--- config.mk ---
export PLATFORM = sky130hd
export DESIGN_NAME = planar_velocity_slew_limiter_unit_flat
export DESIGN_NICKNAME = d
export VERILOG_FILES = /design/src/hw/rtl/slu_pkg.sv /design/src/hw/rtl/slu_in_if.sv /design/src/hw/rtl/slu_out_if.sv /design/src/hw/rtl/slu_iter.sv /design/src/hw/rtl/planar_velocity_slew_limiter_unit.sv /design/src/flat_wrapper.sv
export SDC_FILE = /design/constraint.sdc
export NUM_CORES = 2
export LEC_CHECK = 0
export BUFFER_PORTS_ARGS = -buffer_cell sky130_fd_sc_hd__buf_2
export CAP_MARGIN = 20
export CORE_ASPECT_RATIO = 1.1
export CORE_MARGIN = 2
export CORE_UTILIZATION = 60
export DETAILED_ROUTE_END_ITERATION = 12
export HOLD_SLACK_MARGIN = 0.05
export PLACE_DENSITY = 0.76
export SYNTH_ARGS = -nofsm -noshare
export SYNTH_HDL_FRONTEND = slang
export SYNTH_SLANG_ARGS = --single-unit
--- constraint.sdc ---
create_clock -name clk_i -period 11.2 [get_ports clk_i]
set_input_delay 1.12 -clock clk_i [delete_from_list [all_inputs] [get_ports clk_i]]
set_output_delay 1.12 -clock clk_i [all_outputs]
set_load 0.03 [all_outputs]
--- src/hw/rtl/slu_pkg.sv ---
package slu_pkg;

  // saturated step length: any larger step already covers every distance
  localparam int unsigned STEP_W = 36;
  localparam logic [STEP_W-1:0] STEP_CAP = 36'h8_0000_0000;

  localparam int unsigned LIN_SPEED_W = 23;
  localparam int unsigned ANG_SPEED_W = 23;
  localparam int unsigned PERIOD_W    = 20;
  localparam int unsigned RAMP_W      = 24;
  localparam int unsigned CFG_DATA_W  = 24;
  localparam int unsigned CFG_IDX_W   = 2;

  localparam logic [CFG_IDX_W-1:0] CFG_MAX_LIN  = 2'd0;
  localparam logic [CFG_IDX_W-1:0] CFG_MAX_ANG  = 2'd1;
  localparam logic [CFG_IDX_W-1:0] CFG_PERIOD   = 2'd2;
  localparam logic [CFG_IDX_W-1:0] CFG_RAMP     = 2'd3;

  localparam logic [LIN_SPEED_W-1:0] MAX_LIN_RST = 23'd327680;
  localparam logic [ANG_SPEED_W-1:0] MAX_ANG_RST = 23'd411775;
  localparam logic [PERIOD_W-1:0]    PERIOD_RST  = 20'd20000;
  localparam logic [RAMP_W-1:0]      RAMP_RST    = 24'd500000;

  localparam logic CMD_LIMIT = 1'b0;
  localparam logic CMD_CLEAR = 1'b1;

  typedef struct packed {
    logic start;
    logic sqrt;
  } iter_ctrl_t;

endpackage

--- src/hw/rtl/slu_in_if.sv ---
interface slu_in_if #(
  parameter int SPEED_WIDTH = 24
);
  logic                   valid;
  logic                   ready;
  logic                   cmd;
  logic [SPEED_WIDTH-1:0] target_vx;
  logic [SPEED_WIDTH-1:0] target_vy;
  logic [SPEED_WIDTH-1:0] target_omega;

  modport source (output valid, cmd, target_vx, target_vy, target_omega, input ready);
  modport sink   (input valid, cmd, target_vx, target_vy, target_omega, output ready);
endinterface

--- src/hw/rtl/slu_out_if.sv ---
interface slu_out_if #(
  parameter int SPEED_WIDTH = 24
);
  logic                   valid;
  logic                   ready;
  logic [SPEED_WIDTH-1:0] out_vx;
  logic [SPEED_WIDTH-1:0] out_vy;
  logic [SPEED_WIDTH-1:0] out_omega;

  modport source (output valid, out_vx, out_vy, out_omega, input ready);
  modport sink   (input valid, out_vx, out_vy, out_omega, output ready);
endinterface

--- src/hw/rtl/slu_iter.sv ---
// Shared bit-serial unit: restoring divide (one bit a cycle) or
// digit-by-digit square root (two numerator bits a cycle).
module slu_iter #(
  parameter int MW = 25
) (
  input  logic                  clk_i,
  input  logic                  rst_ni,
  input  slu_pkg::iter_ctrl_t   ctrl_i,
  input  logic [2*MW-1:0]       num_i,
  input  logic [MW:0]           den_i,
  output logic                  done_o,
  output logic [2*MW-1:0]       res_o
);
  localparam int NUM_W = 2 * MW;
  localparam int RW    = MW + 2;
  localparam int TW    = RW + 2;
  localparam int CW    = $clog2(NUM_W + 1);

  logic [NUM_W-1:0] num_q;
  logic [RW-1:0]    rem_q;
  logic [NUM_W-1:0] res_q;
  logic [MW:0]      den_q;
  logic [CW-1:0]    cnt_q;
  logic             busy_q, sqrt_q, done_q;

  logic [TW-1:0] rem_sh, trial, rem_sub;
  logic          ge;

  always_comb begin
    if (sqrt_q) begin
      rem_sh = {rem_q, num_q[NUM_W-1:NUM_W-2]};
      trial  = {res_q[TW-3:0], 2'b01};
    end else begin
      rem_sh = {1'b0, rem_q, num_q[NUM_W-1]};
      trial  = TW'(den_q);
    end
    ge      = (rem_sh >= trial);
    rem_sub = ge ? (rem_sh - trial) : rem_sh;
  end

  always_ff @(posedge clk_i or negedge rst_ni) begin
    if (!rst_ni) begin
      busy_q <= 1'b0;
      done_q <= 1'b0;
      cnt_q  <= '0;
    end else begin
      done_q <= 1'b0;
      if (ctrl_i.start) begin
        busy_q <= 1'b1;
        cnt_q  <= ctrl_i.sqrt ? CW'(MW) : CW'(NUM_W);
      end else if (busy_q) begin
        cnt_q <= cnt_q - 1'b1;
        if (cnt_q == CW'(1)) begin
          busy_q <= 1'b0;
          done_q <= 1'b1;
        end
      end
    end
  end

  always_ff @(posedge clk_i) begin
    if (ctrl_i.start) begin
      num_q  <= num_i;
      den_q  <= den_i;
      sqrt_q <= ctrl_i.sqrt;
      rem_q  <= '0;
      res_q  <= '0;
    end else if (busy_q) begin
      num_q <= sqrt_q ? {num_q[NUM_W-3:0], 2'b00} : {num_q[NUM_W-2:0], 1'b0};
      rem_q <= rem_sub[RW-1:0];
      res_q <= {res_q[NUM_W-2:0], ge};
    end
  end

  assign done_o = done_q;
  assign res_o  = res_q;
endmodule

--- src/hw/rtl/planar_velocity_slew_limiter_unit.sv ---
// Channel   Dir  Fields                                   Request taken when
// req_i     in   cmd, target_vx, target_vy, target_omega  req_i.valid & req_i.ready
// rsp_o     out  out_vx, out_vy, out_omega                rsp_o.valid & rsp_o.ready
// cfg_*     in   cfg_idx_i, cfg_wdata_i                   cfg_we_i
//
// One request at a time. A clear request has its result valid the cycle after acceptance.
// A limit request runs two step divides, one square root and, when the pair
// has to slew, two scaled divides, all on the shared unit slu_iter; the
// scaled divides are skipped when the pair jumps or its step is zero.
// Reset clears the limited speeds and loads the default registers.
// The result waits in the output registers until taken; req_i.ready stays
// low until then.
module planar_velocity_slew_limiter_unit #(
  parameter int SPEED_WIDTH = 24
) (
  input  logic                               clk_i,
  input  logic                               rst_ni,
  slu_in_if.sink                             req_i,
  slu_out_if.source                          rsp_o,
  input  logic                               cfg_we_i,
  input  logic [slu_pkg::CFG_IDX_W-1:0]      cfg_idx_i,
  input  logic [slu_pkg::CFG_DATA_W-1:0]     cfg_wdata_i
);
  localparam int W     = SPEED_WIDTH;
  localparam int MW    = (W + 1 > 23) ? W + 1 : 23;   // shared multiplier operand width
  localparam int NUM_W = 2 * MW;
  localparam int SW    = slu_pkg::STEP_W;

  // sequencer states
  localparam logic [2:0] ST_IDLE   = 3'd0;
  localparam logic [2:0] ST_MUL    = 3'd1;
  localparam logic [2:0] ST_SQY    = 3'd2;
  localparam logic [2:0] ST_GO     = 3'd3;
  localparam logic [2:0] ST_WAIT   = 3'd4;
  localparam logic [2:0] ST_DECIDE = 3'd5;
  localparam logic [2:0] ST_OUT    = 3'd6;

  // jobs for the shared unit
  localparam logic [2:0] JOB_LIN  = 3'd0;
  localparam logic [2:0] JOB_ANG  = 3'd1;
  localparam logic [2:0] JOB_ROOT = 3'd2;
  localparam logic [2:0] JOB_QX   = 3'd3;
  localparam logic [2:0] JOB_QY   = 3'd4;

  // configuration
  logic [slu_pkg::LIN_SPEED_W-1:0] max_lin_q;
  logic [slu_pkg::ANG_SPEED_W-1:0] max_ang_q;
  logic [slu_pkg::PERIOD_W-1:0]    period_q;
  logic [slu_pkg::RAMP_W-1:0]      ramp_q;

  always_ff @(posedge clk_i or negedge rst_ni) begin
    if (!rst_ni) begin
      max_lin_q <= slu_pkg::MAX_LIN_RST;
      max_ang_q <= slu_pkg::MAX_ANG_RST;
      period_q  <= slu_pkg::PERIOD_RST;
      ramp_q    <= slu_pkg::RAMP_RST;
    end else if (cfg_we_i) begin
      unique case (cfg_idx_i)
        slu_pkg::CFG_MAX_LIN: max_lin_q <= cfg_wdata_i[slu_pkg::LIN_SPEED_W-1:0];
        slu_pkg::CFG_MAX_ANG: max_ang_q <= cfg_wdata_i[slu_pkg::ANG_SPEED_W-1:0];
        slu_pkg::CFG_PERIOD:  period_q  <= cfg_wdata_i[slu_pkg::PERIOD_W-1:0];
        slu_pkg::CFG_RAMP:    ramp_q    <= cfg_wdata_i[slu_pkg::RAMP_W-1:0];
        default: ;
      endcase
    end
  end

  // zero ramp time counts as one microsecond
  logic [slu_pkg::RAMP_W-1:0] ramp_nz;
  assign ramp_nz = (ramp_q == '0) ? slu_pkg::RAMP_W'(1) : ramp_q;

  logic [2:0] state_q, job_q;
  logic [W-1:0] vx_q, vy_q, w_q;          // limited speeds, also the result
  logic [W-1:0] tx_q, ty_q, tw_q;
  logic [W:0]   ax_q, ay_q, aw_q;         // magnitudes of the differences
  logic         sx_q, sy_q, sw_q;         // difference negative
  logic [SW-1:0] lin_q, ang_q;
  logic [W:0]   r_q, qx_q;
  logic [NUM_W-1:0] prod_q;

  // differences against the current state, taken at acceptance
  logic [W:0] dx, dy, dw;
  assign dx = {req_i.target_vx[W-1], req_i.target_vx} - {vx_q[W-1], vx_q};
  assign dy = {req_i.target_vy[W-1], req_i.target_vy} - {vy_q[W-1], vy_q};
  assign dw = {req_i.target_omega[W-1], req_i.target_omega} - {w_q[W-1], w_q};

  // shared multiplier
  logic [MW-1:0]    mul_a, mul_b;
  logic [NUM_W-1:0] mul_p;
  always_comb begin
    mul_a = MW'(ax_q);
    mul_b = MW'(ax_q);
    if (state_q == ST_SQY) begin
      mul_a = MW'(ay_q);
      mul_b = MW'(ay_q);
    end else begin
      unique case (job_q)
        JOB_LIN: begin
          mul_a = MW'(max_lin_q);
          mul_b = MW'(period_q);
        end
        JOB_ANG: begin
          mul_a = MW'(max_ang_q);
          mul_b = MW'(period_q);
        end
        JOB_ROOT: ;
        JOB_QX: mul_b = MW'(lin_q[W:0]);
        JOB_QY: begin
          mul_a = MW'(ay_q);
          mul_b = MW'(lin_q[W:0]);
        end
        default: ;
      endcase
    end
  end
  assign mul_p = mul_a * mul_b;

  // shared iterative unit
  slu_pkg::iter_ctrl_t iter_ctrl;
  logic [MW:0]         iter_den;
  logic                iter_done;
  logic [NUM_W-1:0]    iter_res;

  assign iter_ctrl.start = (state_q == ST_GO);
  assign iter_ctrl.sqrt  = (job_q == JOB_ROOT);
  assign iter_den = (job_q == JOB_LIN || job_q == JOB_ANG) ? (MW + 1)'(ramp_nz)
                                                           : (MW + 1)'(r_q);

  slu_iter #(.MW(MW)) u_iter (
    .clk_i  (clk_i),
    .rst_ni (rst_ni),
    .ctrl_i (iter_ctrl),
    .num_i  (prod_q),
    .den_i  (iter_den),
    .done_o (iter_done),
    .res_o  (iter_res)
  );

  logic [SW-1:0] step_sat;
  assign step_sat = (iter_res > NUM_W'(slu_pkg::STEP_CAP)) ? slu_pkg::STEP_CAP
                                                          : iter_res[SW-1:0];

  // move a speed by a magnitude in the given direction
  logic [W+1:0] omega_mv, x_mv, y_mv;
  assign omega_mv = {{2{w_q[W-1]}}, w_q}
                  + (sw_q ? -{1'b0, ang_q[W:0]} : {1'b0, ang_q[W:0]});
  assign x_mv = {{2{vx_q[W-1]}}, vx_q} + (sx_q ? -{1'b0, qx_q} : {1'b0, qx_q});
  assign y_mv = {{2{vy_q[W-1]}}, vy_q}
              + (sy_q ? -{1'b0, iter_res[W:0]} : {1'b0, iter_res[W:0]});

  always_ff @(posedge clk_i or negedge rst_ni) begin
    if (!rst_ni) begin
      state_q <= ST_IDLE;
      job_q   <= JOB_LIN;
      vx_q    <= '0;
      vy_q    <= '0;
      w_q     <= '0;
    end else begin
      unique case (state_q)
        ST_IDLE: begin
          if (req_i.valid) begin
            if (req_i.cmd == slu_pkg::CMD_CLEAR) begin
              vx_q    <= '0;
              vy_q    <= '0;
              w_q     <= '0;
              state_q <= ST_OUT;
            end else begin
              job_q   <= JOB_LIN;
              state_q <= ST_MUL;
            end
          end
        end
        ST_MUL:    state_q <= (job_q == JOB_ROOT) ? ST_SQY : ST_GO;
        ST_SQY:    state_q <= ST_GO;
        ST_GO:     state_q <= ST_WAIT;
        ST_WAIT: begin
          if (iter_done) begin
            unique case (job_q)
              JOB_LIN: begin
                job_q   <= JOB_ANG;
                state_q <= ST_MUL;
              end
              JOB_ANG: begin
                job_q   <= JOB_ROOT;
                state_q <= ST_MUL;
              end
              JOB_ROOT: state_q <= ST_DECIDE;
              JOB_QX: begin
                job_q   <= JOB_QY;
                state_q <= ST_MUL;
              end
              JOB_QY: begin
                vx_q    <= x_mv[W-1:0];
                vy_q    <= y_mv[W-1:0];
                state_q <= ST_OUT;
              end
              default: state_q <= ST_OUT;
            endcase
          end
        end
        ST_DECIDE: begin
          // angular rate: jump when closer than one step
          if (SW'(aw_q) < ang_q) begin
            w_q <= tw_q;
          end else begin
            w_q <= omega_mv[W-1:0];
          end
          // floor(root) < step is the same test as distance squared < step squared
          if (SW'(r_q) < lin_q) begin
            vx_q    <= tx_q;
            vy_q    <= ty_q;
            state_q <= ST_OUT;
          end else if (lin_q == '0) begin
            state_q <= ST_OUT;
          end else begin
            job_q   <= JOB_QX;
            state_q <= ST_MUL;
          end
        end
        ST_OUT:    if (rsp_o.ready) state_q <= ST_IDLE;
        default:   state_q <= ST_IDLE;
      endcase
    end
  end

  // datapath registers
  always_ff @(posedge clk_i) begin
    if (state_q == ST_IDLE && req_i.valid) begin
      tx_q <= req_i.target_vx;
      ty_q <= req_i.target_vy;
      tw_q <= req_i.target_omega;
      sx_q <= dx[W];
      sy_q <= dy[W];
      sw_q <= dw[W];
      ax_q <= dx[W] ? -dx : dx;
      ay_q <= dy[W] ? -dy : dy;
      aw_q <= dw[W] ? -dw : dw;
    end
    if (state_q == ST_MUL) begin
      prod_q <= mul_p;
    end else if (state_q == ST_SQY) begin
      prod_q <= prod_q + mul_p;
    end
    if (state_q == ST_WAIT && iter_done) begin
      if (job_q == JOB_LIN)  lin_q <= step_sat;
      if (job_q == JOB_ANG)  ang_q <= step_sat;
      if (job_q == JOB_ROOT) r_q   <= iter_res[W:0];
      if (job_q == JOB_QX)   qx_q  <= iter_res[W:0];
    end
  end

  assign req_i.ready     = (state_q == ST_IDLE);
  assign rsp_o.valid     = (state_q == ST_OUT);
  assign rsp_o.out_vx    = vx_q;
  assign rsp_o.out_vy    = vy_q;
  assign rsp_o.out_omega = w_q;
endmodule

--- src/flat_wrapper.sv ---
// flat-port wrapper written by rule: the top's interface ports become plain ports
module planar_velocity_slew_limiter_unit_flat 
#(
  parameter int SPEED_WIDTH = 24
)
  (clk_i, rst_ni, cfg_we_i, cfg_idx_i, cfg_wdata_i, req_i_valid, req_i_cmd, req_i_target_vx, req_i_target_vy, req_i_target_omega, req_i_ready, rsp_o_valid, rsp_o_out_vx, rsp_o_out_vy, rsp_o_out_omega, rsp_o_ready);
  slu_in_if #(.SPEED_WIDTH(SPEED_WIDTH)) req_i_i ();
  slu_out_if #(.SPEED_WIDTH(SPEED_WIDTH)) rsp_o_i ();
  input  logic clk_i;
  input  logic rst_ni;
  input  logic cfg_we_i;
  input  logic [slu_pkg::CFG_IDX_W-1:0] cfg_idx_i;
  input  logic [slu_pkg::CFG_DATA_W-1:0] cfg_wdata_i;
  input wire logic [$bits(req_i_i.valid)-1:0] req_i_valid;
  input wire logic [$bits(req_i_i.cmd)-1:0] req_i_cmd;
  input wire logic [$bits(req_i_i.target_vx)-1:0] req_i_target_vx;
  input wire logic [$bits(req_i_i.target_vy)-1:0] req_i_target_vy;
  input wire logic [$bits(req_i_i.target_omega)-1:0] req_i_target_omega;
  output wire logic [$bits(req_i_i.ready)-1:0] req_i_ready;
  output wire logic [$bits(rsp_o_i.valid)-1:0] rsp_o_valid;
  output wire logic [$bits(rsp_o_i.out_vx)-1:0] rsp_o_out_vx;
  output wire logic [$bits(rsp_o_i.out_vy)-1:0] rsp_o_out_vy;
  output wire logic [$bits(rsp_o_i.out_omega)-1:0] rsp_o_out_omega;
  input wire logic [$bits(rsp_o_i.ready)-1:0] rsp_o_ready;
  assign req_i_i.valid = req_i_valid;
  assign req_i_i.cmd = req_i_cmd;
  assign req_i_i.target_vx = req_i_target_vx;
  assign req_i_i.target_vy = req_i_target_vy;
  assign req_i_i.target_omega = req_i_target_omega;
  assign req_i_ready = req_i_i.ready;
  assign rsp_o_valid = rsp_o_i.valid;
  assign rsp_o_out_vx = rsp_o_i.out_vx;
  assign rsp_o_out_vy = rsp_o_i.out_vy;
  assign rsp_o_out_omega = rsp_o_i.out_omega;
  assign rsp_o_i.ready = rsp_o_ready;
  planar_velocity_slew_limiter_unit #(.SPEED_WIDTH(SPEED_WIDTH)) u_core (.clk_i(clk_i), .rst_ni(rst_ni), .req_i(req_i_i), .rsp_o(rsp_o_i), .cfg_we_i(cfg_we_i), .cfg_idx_i(cfg_idx_i), .cfg_wdata_i(cfg_wdata_i));
endmodule
# Yosys cells after proc, flatten, opt, wreduce, memory -nomap -nowiden
# Cells that the tools add are included.
[word_totals]
ff_bits = 651
[op_classes]
n_addsub = 15
mul = 1
n_lt_le_gt_ge = 4
eq_ne = 24
n_mux = 58
n_reduce_logical = 27
[op_table]
columns = ["cell", "n"]
rows = [
  ["24-bit two-way mux", 17],
  ["50-bit two-way mux", 5],
  ["24-bit one-hot mux with 3 select lines", 2],
  ["25-bit negator", 3],
  ["25-bit one-hot mux with 3 select lines", 1],
  ["24-bit by 24-bit subtractor with 25-bit output", 3],
  ["24-bit adder", 3],
  ["25-bit by 36-bit < comparator with 1-bit output", 2],
  ["24-bit negator", 3],
  ["29-bit two-way mux", 2],
  ["50-bit adder", 1],
  ["50-bit by 36-bit > comparator with 1-bit output (second input constant)", 1],
  ["25-bit by 25-bit multiplier with 50-bit output", 1],
  ["25-bit two-way mux", 2],
  ["25-bit one-hot mux with 2 select lines", 1],
  ["24-bit one-hot mux with 2 select lines", 1],
  ["36-bit logical NOT", 1],
  ["36-bit two-way mux", 1],
  ["3-bit two-way mux", 11],
  ["29-bit greater-or-equal comparator", 1],
  ["27-bit two-way mux", 1],
  ["27-bit subtractor", 1],
  ["24-bit logical NOT", 1],
  ["3-bit one-hot mux with 7 select lines", 1],
  ["other kinds (26)", 63],
]

# Longest topological paths before layout
[logic_depth]
word_depth = 8
mapped_depth = 44
ltp_nobuf = 41

# Modules after synthesis
# Synthesis repeated with hierarchy kept, for this count alone.
[unflattened]
hier_cells = 6597
hier_area_um2 = 61815.5
[modules_own_cells]
columns = ["module", "instances", "cells_per_inst", "area_each_um2"]
rows = [
  ["planar_velocity_slew_limiter_unit", 1, 5730, 53019.6],
  ["slu_iter", 1, 867, 8795.9],
]

# Worst setup path before layout
# OpenSTA, ideal clock, no wires.
[synth_path]
path_type = "reg2reg"
startpoint = "register u_core.state_q[0]"
endpoint = "register u_core.prod_q[45], data pin"
t_arrival_ns = 9.765
slack_ns = 1.175
stages_incl_launch_ff = 42
synth_period_minus_slack_ns = 10.025
path_cell_list = "dfrtp_1 -> nor2_1 -> and2_1 -> clkbuf_1 -> or2_2 -> clkbuf_1 -> buf_1 -> o22ai_1 -> a21oi_1 -> clkbuf_1 -> nand2_1 -> fa_1 -> inv_1 -> fa_1 -> inv_1 -> fa_1 -> fa_1 -> fa_1 -> (+6 left out) -> a21o_1 -> a21oi_1 -> o21a_1 -> o22ai_1 -> a211oi_1 -> xnor2_1 -> ha_1 -> clkbuf_1 -> a21oi_1 -> nand2_1 -> a221oi_1 -> nand3_1 -> a211oi_1 -> a2111oi_0 -> nor2_1 -> o21ai_0 -> xor2_1 -> mux2_2"
[synth_between]
elab_chain_cells = 6
[synth_rtl]
columns = ["element", "line", "rtl"]
rows = [
  ["start, declared", "planar_velocity_slew_limiter_unit.sv:72", "logic [2:0] state_q, job_q;"],
  ["start signal, assigned", "planar_velocity_slew_limiter_unit.sv:173", "ST_MUL: state_q <= (job_q == JOB_ROOT) ? ST_SQY : ST_GO;"],
  ["3-bit by 2-bit == test with 1-bit output", "planar_velocity_slew_limiter_unit.sv:93", "if (state_q == ST_SQY) begin"],
  ["25-bit two-way mux", "planar_velocity_slew_limiter_unit.sv:93", ""],
  ["25-bit by 25-bit multiplier with 50-bit output", "planar_velocity_slew_limiter_unit.sv:116", "assign mul_p = mul_a * mul_b;"],
  ["50-bit adder", "planar_velocity_slew_limiter_unit.sv:242", "prod_q <= prod_q + mul_p;"],
  ["50-bit two-way mux", "planar_velocity_slew_limiter_unit.sv:241", "end else if (state_q == ST_SQY) begin"],
  ["50-bit two-way mux (*)", "planar_velocity_slew_limiter_unit.sv:239", "if (state_q == ST_MUL) begin"],
  ["end signal, assigned", "planar_velocity_slew_limiter_unit.sv:240", "prod_q <= mul_p;"],
  ["end signal, assigned", "planar_velocity_slew_limiter_unit.sv:242", ""],
  ["end, declared", "planar_velocity_slew_limiter_unit.sv:79", "logic [NUM_W-1:0] prod_q;"],
]
# Mark *: on every way between the ends. The rest lies on a longest branch, timed or not. The select of a mux whose other input is x is not followed.
# A chain may end at the register's enable or synchronous reset.

# Final worst setup path
[layout_path]
startpoint = "register u_core.job_q[1]"
endpoint = "register u_core.prod_q[48], data pin"
[layout_between]
elab_chain_cells = 8
[layout_rtl]
columns = ["element", "line", "rtl"]
rows = [
  ["start, declared", "planar_velocity_slew_limiter_unit.sv:72", ""],
  ["start signal, assigned", "planar_velocity_slew_limiter_unit.sv:154", "job_q <= JOB_LIN;"],
  ["start signal, assigned", "planar_velocity_slew_limiter_unit.sv:168", "job_q <= JOB_LIN;"],
  ["start signal, assigned", "planar_velocity_slew_limiter_unit.sv:180", "job_q <= JOB_ANG;"],
  ["3-bit == test, or another cell as far along", "planar_velocity_slew_limiter_unit.sv:97", "unique case (job_q)"],
  ["2-bit OR reduction (no line)", "-", ""],
  ["25-bit one-hot mux with 2 select lines", "planar_velocity_slew_limiter_unit.sv:97", ""],
  ["25-bit two-way mux", "planar_velocity_slew_limiter_unit.sv:93", ""],
  ["25-bit by 25-bit multiplier with 50-bit output (*)", "planar_velocity_slew_limiter_unit.sv:116", ""],
  ["50-bit adder", "planar_velocity_slew_limiter_unit.sv:242", ""],
  ["50-bit two-way mux", "planar_velocity_slew_limiter_unit.sv:241", ""],
  ["50-bit two-way mux (*)", "planar_velocity_slew_limiter_unit.sv:239", ""],
]
# Marks and branches as above.

==> reports/results.txt <==
status: finished, final reports clean
Top cell by count, worst path: fa_1
Worst Setup End Kind: flip-flop
Site Rows: 123
number of global-route vias before repair: 51100
critical path required time: 11.60 ns
Syn. warnings: 0
FMAX: 0.0937 GHz
initial antenna violation count: 24
combinational family with the most area after synthesis: adder cells
number of synthesized flops with an enable pin: 397
max-slew violation count: 0
Avg WL per Cell: 24.9 um
area of the core: 102000 um2
gr ovfl total: 0
Syn-to-layout area delta: 9.17%
# hold bufs at CTS: 0
family with the most delay on the worst path: adder cells
post-synthesis sequential area ratio: 28.8%
Max clock buf depth: 3
Final Wtd Congestion: 1.05
fin crit period: 10.68 ns
post-synthesis simple-gate area fraction: 12.8%
Die H: 341 um
fin crit share: 95.3%
crit path kind: flip-flop to flip-flop
maxcap violations: 0
XOR/XNOR Fraction of Synth Area: 4.93%
Final Core Density: 66.1%
DRC: 0
Final Hold Violating Endpoints: 0
Area after DPL: 65200 um2
Synth cell types: 88
Synth Area in Adders: 26.6%
multiplexer share of the synthesized area: 5.13%
worst-skew pair later-pin latency: 0.68 ns
IO Pins: 178
slowest stage cell on the critical path: dfrtp_1
commonest non-fill, non-tap cell in the layout: inv_1
#FFs+latches synth: 650
vias per cell: 6.21
first-pass GRT wire length: 308 mm
cell area after layout: 67800 um2
net count after synthesis: 7718
Reg area: 17900 um2
Cell Area, Synth: 62100 um2
Synth area leader: edfxtp_1
post-synth top area share: 19.2%
worst-path fanout max: 24
Mapped Cells: 6616
Root Buffer: clkbuf_16
worst slack, placed: 0.284 ns
multi-input combinational cell area: 40200 um2
layout cells sized above 1: 10.8%
Max-slew headroom: 24.5%
die area: 106000 um2
pin count of the biggest net entering global routing: 98
Chip Width: 311 um
nets@finish: 7874
# setup viols final: 0
largest cells by area after synthesis: edfxtp_1 19%, fa_1 17%, ha_1 9.3%, dfrtp_1 6.1%, inv_1 4.9%
Worst EP arrival: 11.08 ns
Post-Route WL: 204 mm
Post-synth ARST share: 27.1%
crit path launch type: flip-flop
Initial DRC Count: 5086
Antenna Nets Post-Route: 0
port bufs: 177
Synth Flop Type: edfxtp_1
setup ws final: 0.522 ns
Clock transition at path regs: 0.06 ns
Buf/Inv on CP: 8
Hold WC Path Type: input pin to asynchronous set/reset pin
GR Util All Layers: 38.3%
Pre-Repair DR Iteration Count: 8
Least-Margin Pin Slew: 1.13 ns
DP HPWL: 160 mm
syn_area_per_cell: 9.39 um2
complex-gate fraction of the synthesized area: 15.0%
Worst path max stage delay: 0.54 ns
CTS Buf Count: 71
commonest non-fill, non-tap cells in the layout: 816 x inv_1, 651 x nand2_1, 587 x nor2_1, 534 x fa_1, 464 x ha_1
Initial Utilization: 60.6%
setup TNS: 0 ns
CTS Sinks: 650
CTS tree: done
H-tree level count: 3
Fill cells: 8552
via count: 51100
clk_skew: 0.0373 ns
RSZ-0062 raised after global routing: false
==> layout make-up <==
cell class	count	share of cell area [%]
inverter	818	4.53
antenna	11	0.0406
clock inverter	28	0.474
timing repair buffer	369	3.68
tap	1375	2.54
clock buffer	104	3.03
sequential	650	26.4
multi-input combinational	4862	59.3
==> logic make-up (layout without fill, tap and decap cells) <==
logic type / count (synthesis) / count (layout)
flip-flops: 650 / 650
AND/OR/NAND/NOR: 1776 / 1776
adder cells (fa/ha/maj): 998 / 998
XOR/XNOR: 348 / 348
other: 0 / 11
multiplexers: 299 / 299
buffers and inverters: 1104 / 1319
AO/OA/AOI/OAI: 1441 / 1441
==> layer usage <==
metal	up-vias	part of all wire (%)	global-route usage (%)
met3	551	8.4	6.60
met5	-	0.057	0
met2	2370	45	61.2
met1	25100	38	48.1
met4	20	7.9	25.3
li1	23100	-	-
==> flip-flops by register name (all words and copies together) (netlist names), 25 cells and up <==
name	cells
u_core.prod_q	50
u_core.u_iter.num_q	50
u_core.u_iter.res_o	50
u_core.ang_q	36
u_core.lin_q	36
u_core.u_iter.rem_q	27
u_core.aw_q	25
u_core.ax_q	25
u_core.ay_q	25
u_core.r_q	25
u_core.u_iter.den_q	25
==> through the flow <==
step           hold WS (ns)  std cells
4_1_cts               0.387       8201
6_report              0.392       8217
3_3_place_gp          0.475       8069
2_1_floorplan         0.420       6616
3_5_place_dp          0.494       8069
5_1_grt               0.396       8206
==> Yosys cell counts (23+ instances only) <==
| cell type | count |
|---|---|
| or2_2 | 27 |
| a31oi_1 | 40 |
| and3_1 | 41 |
| a211oi_1 | 40 |
| mux2i_1 | 146 |
| and2_1 | 75 |
| nand4_1 | 49 |
| o211ai_1 | 34 |
| a221oi_1 | 63 |
| inv_1 | 817 |
| clkbuf_1 | 255 |
| dfxtp_1 | 77 |
| a21oi_1 | 412 |
| nor4_1 | 36 |
| a221o_1 | 27 |
| a21o_1 | 187 |
| ha_1 | 464 |
| xnor2_1 | 231 |
| or3_1 | 33 |
| nor2b_1 | 33 |
| buf_1 | 23 |
| o21a_1 | 59 |
| dfrtp_1 | 151 |
| mux2_2 | 153 |
| nand2b_1 | 40 |
| nand3_1 | 63 |
| nor2_1 | 592 |
| fa_1 | 534 |
| nand2_1 | 653 |
| nor3_1 | 71 |
| edfxtp_1 | 397 |
| o21bai_1 | 35 |
| xor2_1 | 116 |
| o31ai_1 | 33 |
| o21ai_0 | 288 |
| dfstp_2 | 25 |
| a22oi_1 | 34 |
| o22ai_1 | 27 |
==> worst paths after layout <==
kind                                           start  slack (ns)                       to  cells past startpoint
worst min register to register  u_core.max_ang_q[12]        0.51     u_core.max_ang_q[12]                      1
min in group clk_i              u_core.max_ang_q[12]        0.51     u_core.max_ang_q[12]                      1
worst max-delay path                 u_core.job_q[1]        0.52        u_core.prod_q[48]                     40
max in group asynchronous                     rst_ni        8.95        u_core.ramp_q[13]                      4
worst max register to register       u_core.job_q[1]        0.52        u_core.prod_q[48]                     40
worst min-delay path                          rst_ni        0.39  u_core.rsp_o.out_vx[20]                      1
==> what timing repair did <==
action                     4_1_cts  5_1_grt
resized for setup                0       27
buffers inserted                 0        1
setup endpoints to repair        0        9
Power is left out: the tool's default activity adds up to more than one toggle a clock period on the data nets, which glitch-free logic cannot reach.
